===== config.mk =====
export PLATFORM = sky130hd
export DESIGN_NAME = systematic_resampler
export DESIGN_NICKNAME = d
export VERILOG_FILES = /design/src/sv/rsmp_pkg.sv /design/src/sv/rsmp_front.sv /design/src/sv/rsmp_queue.sv /design/src/sv/rsmp_back.sv /design/src/sv/systematic_resampler.sv
export SDC_FILE = /design/constraint.sdc
export NUM_CORES = 2
export LEC_CHECK = 0
export ABC_AREA = 1
export BUFFER_PORTS_ARGS = -buffer_cell sky130_fd_sc_hd__buf_2
export CAP_MARGIN = 20
export CELL_PAD_IN_SITES_DETAIL_PLACEMENT = 1
export CELL_PAD_IN_SITES_GLOBAL_PLACEMENT = 1
export CORE_ASPECT_RATIO = 1.4
export CORE_MARGIN = 3
export CORE_UTILIZATION = 39
export DETAILED_ROUTE_END_ITERATION = 7
export PLACE_DENSITY = 0.69
export RECOVER_POWER = 50
export SLEW_MARGIN = 20
export SYNTH_ARGS = -nofsm -noshare
export SYNTH_HDL_FRONTEND = slang
export SYNTH_HIERARCHICAL = 1
export SYNTH_SLANG_ARGS = --single-unit

===== constraint.sdc =====
create_clock -name i_clk -period 5.5 [get_ports i_clk]
set_clock_uncertainty 0.2 [all_clocks]
set_input_delay 0.275 -clock i_clk [delete_from_list [all_inputs] [get_ports i_clk]]
set_output_delay 0.275 -clock i_clk [all_outputs]
set_load 0.005 [all_outputs]

===== src/sv/rsmp_pkg.sv =====
// ----------------------------------------------------------------------------
// Resampler package
// Types and fixed widths shared by the resampler modules.
// ----------------------------------------------------------------------------
package rsmp_pkg;

    localparam int IDX_W      = 6;
    localparam int OUT_DW     = 8;
    localparam int CNT_MAX_W  = 7;
    localparam int WGT_MAX_W  = 32;
    localparam int OFF_MAX_W  = 32;
    localparam int TOT_MAX_W  = WGT_MAX_W + CNT_MAX_W;
    localparam int ADDR_MAX_W = CNT_MAX_W;
    localparam int JOB_SLOTS  = 2;

    typedef struct packed {
        logic                  en;
        logic [ADDR_MAX_W-1:0] addr;
        logic [WGT_MAX_W-1:0]  data;
    } t_wr;

    typedef struct packed {
        logic                 bank;
        logic [CNT_MAX_W-1:0] count;
        logic [TOT_MAX_W-1:0] total;
        logic [OFF_MAX_W-1:0] offset;
    } t_job;

    typedef enum logic [3:0] {
        S_IDLE,
        S_MUL,
        S_INIT,
        S_FETCH,
        S_SCALE,
        S_ADD,
        S_TEST,
        S_EMIT,
        S_ZERO
    } t_bstate;

endpackage


===== src/sv/rsmp_front.sv =====
// ----------------------------------------------------------------------------
// Resampler front end
// Takes weights, writes them to the current bank and queues finished sets.
// ----------------------------------------------------------------------------
module rsmp_front #(
    parameter int MAX_PARTICLES = 64,
    parameter int WEIGHT_BITS   = 16,
    parameter int OFFSET_BITS   = 16
) (
    input  logic                   i_clk,
    input  logic                   i_rst_n,
    input  logic                   i_valid,
    output logic                   o_ready,
    input  logic [WEIGHT_BITS-1:0] i_weight,
    input  logic                   i_last,
    input  logic [OFFSET_BITS-1:0] i_offset,
    output rsmp_pkg::t_wr          o_wr,
    output logic                   o_push,
    output rsmp_pkg::t_job         o_job,
    input  logic                   i_done
);
    import rsmp_pkg::*;

    localparam int IW = $clog2(MAX_PARTICLES);
    localparam int CW = $clog2(MAX_PARTICLES + 1);
    localparam int TW = WEIGHT_BITS + CW;
    localparam int OW = $clog2(JOB_SLOTS + 1);

    logic [CW-1:0] r_count, n_count;
    logic [TW-1:0] r_total, n_total;
    logic          r_bank, n_bank;
    logic [OW-1:0] r_outst, n_outst;

    logic          accept;
    logic          room;
    logic [CW-1:0] cnt_add;
    logic [TW-1:0] tot_add;

    always_comb begin
        o_ready = r_outst < OW'(JOB_SLOTS);
        accept  = i_valid && o_ready;
        room    = r_count < CW'(MAX_PARTICLES);
        cnt_add = r_count + CW'(room);
        tot_add = r_total + (room ? TW'(i_weight) : '0);

        o_wr.en   = accept && room;
        o_wr.addr = ADDR_MAX_W'({r_bank, r_count[IW-1:0]});
        o_wr.data = WGT_MAX_W'(i_weight);

        o_push       = accept && i_last;
        o_job.bank   = r_bank;
        o_job.count  = CNT_MAX_W'(cnt_add);
        o_job.total  = TOT_MAX_W'(tot_add);
        o_job.offset = OFF_MAX_W'(i_offset);

        n_count = r_count;
        n_total = r_total;
        n_bank  = r_bank;
        if (accept) begin
            if (i_last) begin
                n_count = '0;
                n_total = '0;
                n_bank  = !r_bank;
            end else begin
                n_count = cnt_add;
                n_total = tot_add;
            end
        end
        n_outst = r_outst + OW'(o_push) - OW'(i_done);
    end

    always_ff @(posedge i_clk) begin
        if (!i_rst_n) begin
            r_count <= '0;
            r_total <= '0;
            r_bank  <= 1'b0;
            r_outst <= '0;
        end else begin
            r_count <= n_count;
            r_total <= n_total;
            r_bank  <= n_bank;
            r_outst <= n_outst;
        end
    end

endmodule


===== src/sv/rsmp_queue.sv =====
// ----------------------------------------------------------------------------
// Resampler set queue
// Two-entry FIFO of loaded sets between the front and back ends.
// ----------------------------------------------------------------------------
module rsmp_queue (
    input  logic           i_clk,
    input  logic           i_rst_n,
    input  logic           i_push,
    input  rsmp_pkg::t_job i_job,
    input  logic           i_pop,
    output rsmp_pkg::t_job o_job,
    output logic           o_empty
);
    import rsmp_pkg::*;

    localparam int PW = $clog2(JOB_SLOTS);
    localparam int FW = $clog2(JOB_SLOTS + 1);

    t_job          r_slot [JOB_SLOTS];
    logic [PW-1:0] r_wptr;
    logic [PW-1:0] r_rptr;
    logic [FW-1:0] r_fill;

    assign o_job   = r_slot[r_rptr];
    assign o_empty = (r_fill == '0);

    always_ff @(posedge i_clk) begin
        if (i_push) begin
            r_slot[r_wptr] <= i_job;
        end
    end

    always_ff @(posedge i_clk) begin
        if (!i_rst_n) begin
            r_wptr <= '0;
            r_rptr <= '0;
            r_fill <= '0;
        end else begin
            if (i_push) begin
                r_wptr <= r_wptr + PW'(1);
            end
            if (i_pop) begin
                r_rptr <= r_rptr + PW'(1);
            end
            r_fill <= r_fill + FW'(i_push) - FW'(i_pop);
        end
    end

endmodule


===== src/sv/rsmp_back.sv =====
// ----------------------------------------------------------------------------
// Resampler back end
// Holds the weight memory and walks particles and slots for each queued set.
// ----------------------------------------------------------------------------
module rsmp_back #(
    parameter int MAX_PARTICLES = 64,
    parameter int WEIGHT_BITS   = 16,
    parameter int OFFSET_BITS   = 16
) (
    input  logic                       i_clk,
    input  logic                       i_rst_n,
    input  rsmp_pkg::t_wr              i_wr,
    input  rsmp_pkg::t_job             i_job,
    input  logic                       i_empty,
    output logic                       o_pop,
    output logic                       o_done,
    output logic                       o_valid,
    input  logic                       i_ready,
    output logic [rsmp_pkg::IDX_W-1:0] o_index,
    output logic                       o_last,
    output logic                       o_err
);
    import rsmp_pkg::*;

    localparam int IW  = $clog2(MAX_PARTICLES);
    localparam int CW  = $clog2(MAX_PARTICLES + 1);
    localparam int TW  = WEIGHT_BITS + CW;
    localparam int AW  = OFFSET_BITS + TW;
    localparam int PW  = WEIGHT_BITS + CW;
    localparam int DW  = TW + CW + OFFSET_BITS + 2;
    localparam int BW  = $clog2(OFFSET_BITS);
    localparam int MD  = 2 * (2 ** IW);

    logic [WEIGHT_BITS-1:0] r_mem [MD];
    logic [WEIGHT_BITS-1:0] r_rd_data;

    t_bstate                r_state, n_state;
    logic                   r_bank, n_bank;
    logic [CW-1:0]          r_n, n_n;
    logic [TW-1:0]          r_total, n_total;
    logic [OFFSET_BITS-1:0] r_off, n_off;
    logic [AW-1:0]          r_acc, n_acc;
    logic [BW-1:0]          r_bit, n_bit;
    logic signed [DW-1:0]   r_d, n_d;
    logic [IW-1:0]          r_j, n_j;
    logic [CW-1:0]          r_slot, n_slot;
    logic [PW-1:0]          r_prod, n_prod;
    logic [IW-1:0]          r_rd_idx, n_rd_idx;
    logic                   r_out_valid, n_out_valid;
    logic [IW-1:0]          r_out_idx, n_out_idx;
    logic                   r_out_last, n_out_last;
    logic                   r_out_err, n_out_err;

    logic out_free;
    logic reached;
    logic end_walk;
    logic last_slot;

    always_comb begin
        out_free  = !r_out_valid || i_ready;
        reached   = !r_d[DW-1];
        end_walk  = (CW'(r_j) + CW'(1)) >= r_n;
        last_slot = (r_slot + CW'(1)) == r_n;
    end

    always_comb begin
        n_state = r_state;
        case (r_state)
            S_IDLE: begin
                if (!i_empty) begin
                    n_state = (i_job.total[TW-1:0] == '0) ? S_ZERO : S_MUL;
                end
            end
            S_MUL: begin
                if (r_bit == BW'(OFFSET_BITS - 1)) begin
                    n_state = S_INIT;
                end
            end
            S_INIT:  n_state = S_SCALE;
            S_FETCH: n_state = S_SCALE;
            S_SCALE: n_state = S_ADD;
            S_ADD:   n_state = S_TEST;
            S_TEST:  n_state = (reached || end_walk) ? S_EMIT : S_FETCH;
            S_EMIT: begin
                if (out_free) begin
                    n_state = last_slot ? S_IDLE : S_TEST;
                end
            end
            S_ZERO: begin
                if (out_free) begin
                    n_state = S_IDLE;
                end
            end
            default: n_state = S_IDLE;
        endcase
    end

    always_comb begin
        n_bank      = r_bank;
        n_n         = r_n;
        n_total     = r_total;
        n_off       = r_off;
        n_acc       = r_acc;
        n_bit       = r_bit;
        n_d         = r_d;
        n_j         = r_j;
        n_slot      = r_slot;
        n_prod      = r_prod;
        n_rd_idx    = r_rd_idx;
        n_out_valid = r_out_valid && !i_ready;
        n_out_idx   = r_out_idx;
        n_out_last  = r_out_last;
        n_out_err   = r_out_err;
        o_pop       = 1'b0;
        o_done      = 1'b0;
        case (r_state)
            S_IDLE: begin
                if (!i_empty) begin
                    o_pop    = 1'b1;
                    n_bank   = i_job.bank;
                    n_n      = i_job.count[CW-1:0];
                    n_total  = i_job.total[TW-1:0];
                    n_off    = i_job.offset[OFFSET_BITS-1:0];
                    n_acc    = '0;
                    n_bit    = '0;
                    n_slot   = '0;
                    n_rd_idx = '0;
                end
            end
            S_MUL: begin
                n_acc = (r_acc << 1) + (r_off[OFFSET_BITS-1] ? AW'(r_total) : '0);
                n_off = r_off << 1;
                n_bit = r_bit + BW'(1);
            end
            S_INIT: begin
                n_d = -$signed(DW'(r_acc));
            end
            S_SCALE: begin
                n_prod = PW'(r_rd_data) * PW'(r_n);
            end
            S_ADD: begin
                n_d = r_d + $signed(DW'(r_prod) << OFFSET_BITS);
                n_j = r_rd_idx;
            end
            S_TEST: begin
                if (!(reached || end_walk)) begin
                    n_rd_idx = r_j + IW'(1);
                end
            end
            S_EMIT: begin
                if (out_free) begin
                    n_out_valid = 1'b1;
                    n_out_idx   = r_j;
                    n_out_last  = last_slot;
                    n_out_err   = 1'b0;
                    n_d         = r_d - $signed(DW'(r_total) << OFFSET_BITS);
                    n_slot      = r_slot + CW'(1);
                    o_done      = last_slot;
                end
            end
            S_ZERO: begin
                if (out_free) begin
                    n_out_valid = 1'b1;
                    n_out_idx   = '0;
                    n_out_last  = 1'b1;
                    n_out_err   = 1'b1;
                    o_done      = 1'b1;
                end
            end
            default: begin
                n_out_valid = r_out_valid && !i_ready;
            end
        endcase
        o_valid = r_out_valid;
        o_index = IDX_W'(r_out_idx);
        o_last  = r_out_last;
        o_err   = r_out_err;
    end

    always_ff @(posedge i_clk) begin
        if (i_wr.en) begin
            r_mem[i_wr.addr[IW:0]] <= i_wr.data[WEIGHT_BITS-1:0];
        end
        r_rd_data <= r_mem[{r_bank, r_rd_idx}];
    end

    always_ff @(posedge i_clk) begin
        if (!i_rst_n) begin
            r_state     <= S_IDLE;
            r_out_valid <= 1'b0;
        end else begin
            r_state     <= n_state;
            r_out_valid <= n_out_valid;
        end
        r_bank     <= n_bank;
        r_n        <= n_n;
        r_total    <= n_total;
        r_off      <= n_off;
        r_acc      <= n_acc;
        r_bit      <= n_bit;
        r_d        <= n_d;
        r_j        <= n_j;
        r_slot     <= n_slot;
        r_prod     <= n_prod;
        r_rd_idx   <= n_rd_idx;
        r_out_idx  <= n_out_idx;
        r_out_last <= n_out_last;
        r_out_err  <= n_out_err;
    end

endmodule


===== src/sv/systematic_resampler.sv =====
// ----------------------------------------------------------------------------
// Systematic resampler
// Loads a set of particle weights and returns one ancestor index per particle.
// ----------------------------------------------------------------------------
// Weights arrive on the slave stream, one per transaction; tlast marks the
// final weight, whose transaction also carries the random fraction. Weights
// beyond MAX_PARTICLES are dropped, but their tlast still closes the set.
// The master stream returns one index per loaded weight, with tlast on the
// final one. If all weights are zero a single transaction with tuser set,
// index zero and tlast is returned instead.
// Loading takes one weight per cycle while s_axis_tready is high. Resampling
// starts with a bit-serial shift-and-add product of the total and the random
// fraction, then fetches, scales and adds the weight of each particle the
// walk steps over and emits one index per slot. Weights sit in a two-bank
// memory, so the next set loads while the current one is resampled; the
// slave side stalls only when two sets are waiting or in progress.
// Reset empties both banks' bookkeeping and the output register. When the
// receiver stalls, the output register holds its transaction and the walk
// waits.
module systematic_resampler #(
    parameter int MAX_PARTICLES = 64,
    parameter int WEIGHT_BITS   = 16,
    parameter int OFFSET_BITS   = 16
) (
    input  logic                                       i_clk,
    input  logic                                       i_rst_n,
    input  logic                                       s_axis_tvalid,
    output logic                                       s_axis_tready,
    // weight, random_offset
    input  logic [((WEIGHT_BITS+OFFSET_BITS+7)/8)*8-1:0] s_axis_tdata,
    input  logic                                       s_axis_tlast,
    output logic                                       m_axis_tvalid,
    input  logic                                       m_axis_tready,
    // ancestor_index
    output logic [rsmp_pkg::OUT_DW-1:0]                m_axis_tdata,
    output logic                                       m_axis_tlast,
    // all_zero_error
    output logic                                       m_axis_tuser
);
    import rsmp_pkg::*;

    t_wr              wr;
    t_job             push_job;
    t_job             head_job;
    logic             push;
    logic             pop;
    logic             empty;
    logic             done;
    logic [IDX_W-1:0] index;

    rsmp_front #(
        .MAX_PARTICLES(MAX_PARTICLES),
        .WEIGHT_BITS  (WEIGHT_BITS),
        .OFFSET_BITS  (OFFSET_BITS)
    ) u_front (
        .i_clk   (i_clk),
        .i_rst_n (i_rst_n),
        .i_valid (s_axis_tvalid),
        .o_ready (s_axis_tready),
        .i_weight(s_axis_tdata[WEIGHT_BITS-1:0]),
        .i_last  (s_axis_tlast),
        .i_offset(s_axis_tdata[WEIGHT_BITS +: OFFSET_BITS]),
        .o_wr    (wr),
        .o_push  (push),
        .o_job   (push_job),
        .i_done  (done)
    );

    rsmp_queue u_queue (
        .i_clk  (i_clk),
        .i_rst_n(i_rst_n),
        .i_push (push),
        .i_job  (push_job),
        .i_pop  (pop),
        .o_job  (head_job),
        .o_empty(empty)
    );

    rsmp_back #(
        .MAX_PARTICLES(MAX_PARTICLES),
        .WEIGHT_BITS  (WEIGHT_BITS),
        .OFFSET_BITS  (OFFSET_BITS)
    ) u_back (
        .i_clk  (i_clk),
        .i_rst_n(i_rst_n),
        .i_wr   (wr),
        .i_job  (head_job),
        .i_empty(empty),
        .o_pop  (pop),
        .o_done (done),
        .o_valid(m_axis_tvalid),
        .i_ready(m_axis_tready),
        .o_index(index),
        .o_last (m_axis_tlast),
        .o_err  (m_axis_tuser)
    );

    assign m_axis_tdata = {{(OUT_DW - IDX_W){1'b0}}, index};

endmodule


==> flow_summary.rst <==
.. list-table::
   :header-rows: 1

   * - Metric
     - Value
   * - Ports
     - 49
   * - Top library cells by usage in the layout, fill and taps aside
     - 2,809 x sky130_fd_sc_hd__nand2_1, 2,314 x sky130_fd_sc_hd__edfxtp_1, 2,090 x sky130_fd_sc_hd__nand3_1
   * - Area Growth Syn to Fin
     - 10.8%
   * - Data required time of the worst path
     - 5.79 ns
   * - Count of cells along the worst register-to-register path
     - 7
   * - Antenna violations before repair
     - 13
   * - DP Area
     - 110,000 um^2
   * - Headroom to the max-slew limit
     - -1.80
   * - Critical path fanouts, max
     - 66
   * - Beginning of the critical path
     - s_axis_tdata[6]
   * - Sum of negative setup slack
     - 0 ns
   * - Warnings from Yosys
     - 6
   * - Final-report setup violation count
     - 0
   * - Routed WL per cell
     - 25.0 um
   * - Area of all placed cells without fillers
     - ~120,000 um^2
   * - Final weighted congestion in routability-driven placement
     - 0.904
   * - TritonCTS clock tree
     - done
   * - Global router's overall resource usage
     - 0.238
   * - Most frequent standard cell in the layout excluding fill and tap cells
     - sky130_fd_sc_hd__nand2_1
   * - RR Endpoint
     - u_back/r_rd_data[2]
   * - Clock tree buffer depth
     - 4
   * - Number of port buffers
     - 46
   * - Die Wd
     - 446 um
   * - CTS sink cnt
     - approximately 2,400
   * - Worst Hold Slack
     - about 0.17 ns
   * - Post-layout instance count excluding filler cells
     - 13,400
   * - Clock network power share
     - 0.251
   * - Mapped Cells
     - 9,682
   * - Post-layout utilization of the core
     - 0.436
   * - Critical path capture point
     - u_back/r_mem[118][6]
   * - Clock insertion delay at the later pin of the skew report
     - 0.93 ns
   * - Min Clock Period, post-route
     - 5.28 ns
   * - Combinational cell fraction of total power
     - 0.389
   * - Post-CTS Setup Bufs
     - 0
   * - Pin count of the biggest net entering global routing
     - around 190
   * - Final cycle utilization of the critical path
     - 0.960
   * - Ratio of total power to cell area
     - 525 nW/um^2
   * - Violated checks
     - max-capacitance violations, max-slew violations
   * - Worst setup slack after layout
     - 0.219 ns
   * - Proportion of layout cells with a drive suffix above 1
     - 0.0663
   * - Amount of wire on met2 after detailed routing
     - 172,000 um
   * - # Max-Cap Violations
     - 35
   * - Initial Utilization
     - 0.393
   * - Unrepaired setup endpoints after global routing
     - no
   * - Number of nets still failing antenna checks after routing
     - 0
   * - Sum of routed wire segments on met1
     - 131,000 um
   * - Number of global-route vias before repair
     - about 80,000
   * - Result of the run
     - complete, but fails checks
   * - Internal power contribution
     - 37.2 mW
   * - Total grt overflow
     - 0
   * - Routed vias
     - 74,500
   * - HPWL after detailed placement
     - around 210,000 um
   * - Mean post-synth cell area
     - between 10 and 15 um^2
   * - Maximum vdd drop
     - roughly 0.00052 V
   * - Iteration count of the initial detailed-routing pass
     - 8
   * - Number of clock buffers inserted by TritonCTS
     - about 230
   * - Area of the die
     - 278,000 um^2
   * - Slack of the worst reg-to-reg path
     - 0.31 ns
   * - Number of nets in the layout
     - 9,953
   * - Starting DRC count in detailed routing
     - 6,273
   * - Post-Place Cells
     - about 13,000
   * - Root buffer cell
     - sky130_fd_sc_hd__clkbuf_16
   * - Total power of the final layout
     - 61.5 mW
   * - Switch Pwr
     - about 24 mW
   * - Number of filler cells placed in the layout
     - 28,900
   * - Die extent in y
     - 622 um
   * - Actual slew at the worst max-slew pin
     - 4.20 ns
   * - Depth of the CTS H-tree
     - 4
   * - Via count normalized by instance count
     - 5.55
   * - Clock transition at the registers of the reported paths
     - around 0.07 ns
   * - Power share of the sequential group
     - 0.359
   * - Final hold viol count
     - 0
   * - Met3 WL post-DR
     - 17,200 um
   * - Wire length of the first global-routing pass
     - 500,000 um
   * - Row count
     - around 230
   * - FMAX
     - between 150 and 200 MHz
   * - Mapped cell area
     - 106,000 um^2
   * - P_leak
     - 43.4 nW
   * - Switching power as a share of total power
     - 0.395
   * - Setup slack after placement
     - 0.363 ns
   * - Total core area
     - between 200,000 and 300,000 um^2
   * - Post-detailed-route DRC marker count
     - 0
   * - Gates resized, CTS repair
     - 0
   * - Data arrival time of the worst path
     - 5.57 ns
   * - Wire length reported by the detailed router
     - 336,000 um
   * - Hold buffers post-CTS
     - 51
   * - Crit path capture type
     - flip-flop
   * - Classification of the worst-slack hold path
     - in2reg
   * - Kind of launch point of the worst setup path
     - input port
   * - Highest routed layer
     - met5
   * - Critical Setup Path Class
     - in2reg
   * - Startpoint of the worst-slack reg-to-reg timing path
     - u_back/r_rd_idx[2]
   * - Number of slew-limit violations in the final report
     - 1,753
==> worst min-delay path by stage <==
stage | start | endpoint | cells after the start
6_report | i_rst_n | u_back/o_valid | 4
3_3_place_gp | u_front/r_total[0] | u_front/r_total[0] | 2
4_1_cts | s_axis_tdata[2] | u_queue/r_slot[0][34] | 5
5_1_grt | i_rst_n | u_back/o_valid | 4
2_1_floorplan | i_rst_n | u_front/r_outst[0] | 2
3_5_place_dp | s_axis_tdata[30] | u_queue/r_slot[0][14] | 1
==> power groups by stage <==
stage	registers, mW	clock network [mW]	logic, mW
CTS	22.0	15.8	24.2
detailed placement	22.4	0	24.1
global route	22.2	16.5	26.8
finish	22.1	15.5	23.9
floorplan	22.0	0	16.5
global placement	22.4	0	23.8
==> sequential cells by signal (all words and copies together) (netlist names), 2 cells and up, named ones only <==
| signal | flops |
|---|---|
| u_back/o_index | 6 |
| u_back/r_acc | 39 |
| u_back/r_bit | 4 |
| u_back/r_d | 32 |
| u_back/r_j | 6 |
| u_back/r_mem | 2048 |
| u_back/r_n | 7 |
| u_back/r_off | 16 |
| u_back/r_prod | 23 |
| u_back/r_rd_data | 16 |
| u_back/r_rd_idx | 6 |
| u_back/r_slot | 7 |
| u_back/r_state | 4 |
| u_back/r_total | 23 |
| u_front/r_count | 7 |
| u_front/r_outst | 2 |
| u_front/r_total | 23 |
| u_queue/r_fill | 2 |
| u_queue/r_slot | 94 |
==> worst max-delay path, cell delays in order <==
cell,delay (ns)
sky130_fd_sc_hd__dlygate4sd3_1,0.63
sky130_fd_sc_hd__clkbuf_1,1.08
sky130_fd_sc_hd__clkbuf_1,2.22
sky130_fd_sc_hd__clkbuf_4,1.23
==> routing by layer <==
layer,global-route usage,vias to the layer above
met5,0,-
met2,0.426,2101
met3,0.0268,582
met4,0.0947,4
met1,0.290,38300
li1,-,33600
==> cell type report <==
type | count | area, um^2 | area share
repair buffers | 361 | 2950 | 0.0252
multi-input cells | 6247 | 30100 | 0.257
inverters | 508 | 1940 | 0.0166
clock inverters | 123 | 1130 | 0.00962
clock buffers | 286 | 6020 | 0.0514
diodes | 5 | 12.5 | 0.000107
well taps | 3518 | 4400 | 0.0376
flip-flops and latches | 2373 | 70700 | 0.603
Power figures use the tool's default switching activity.
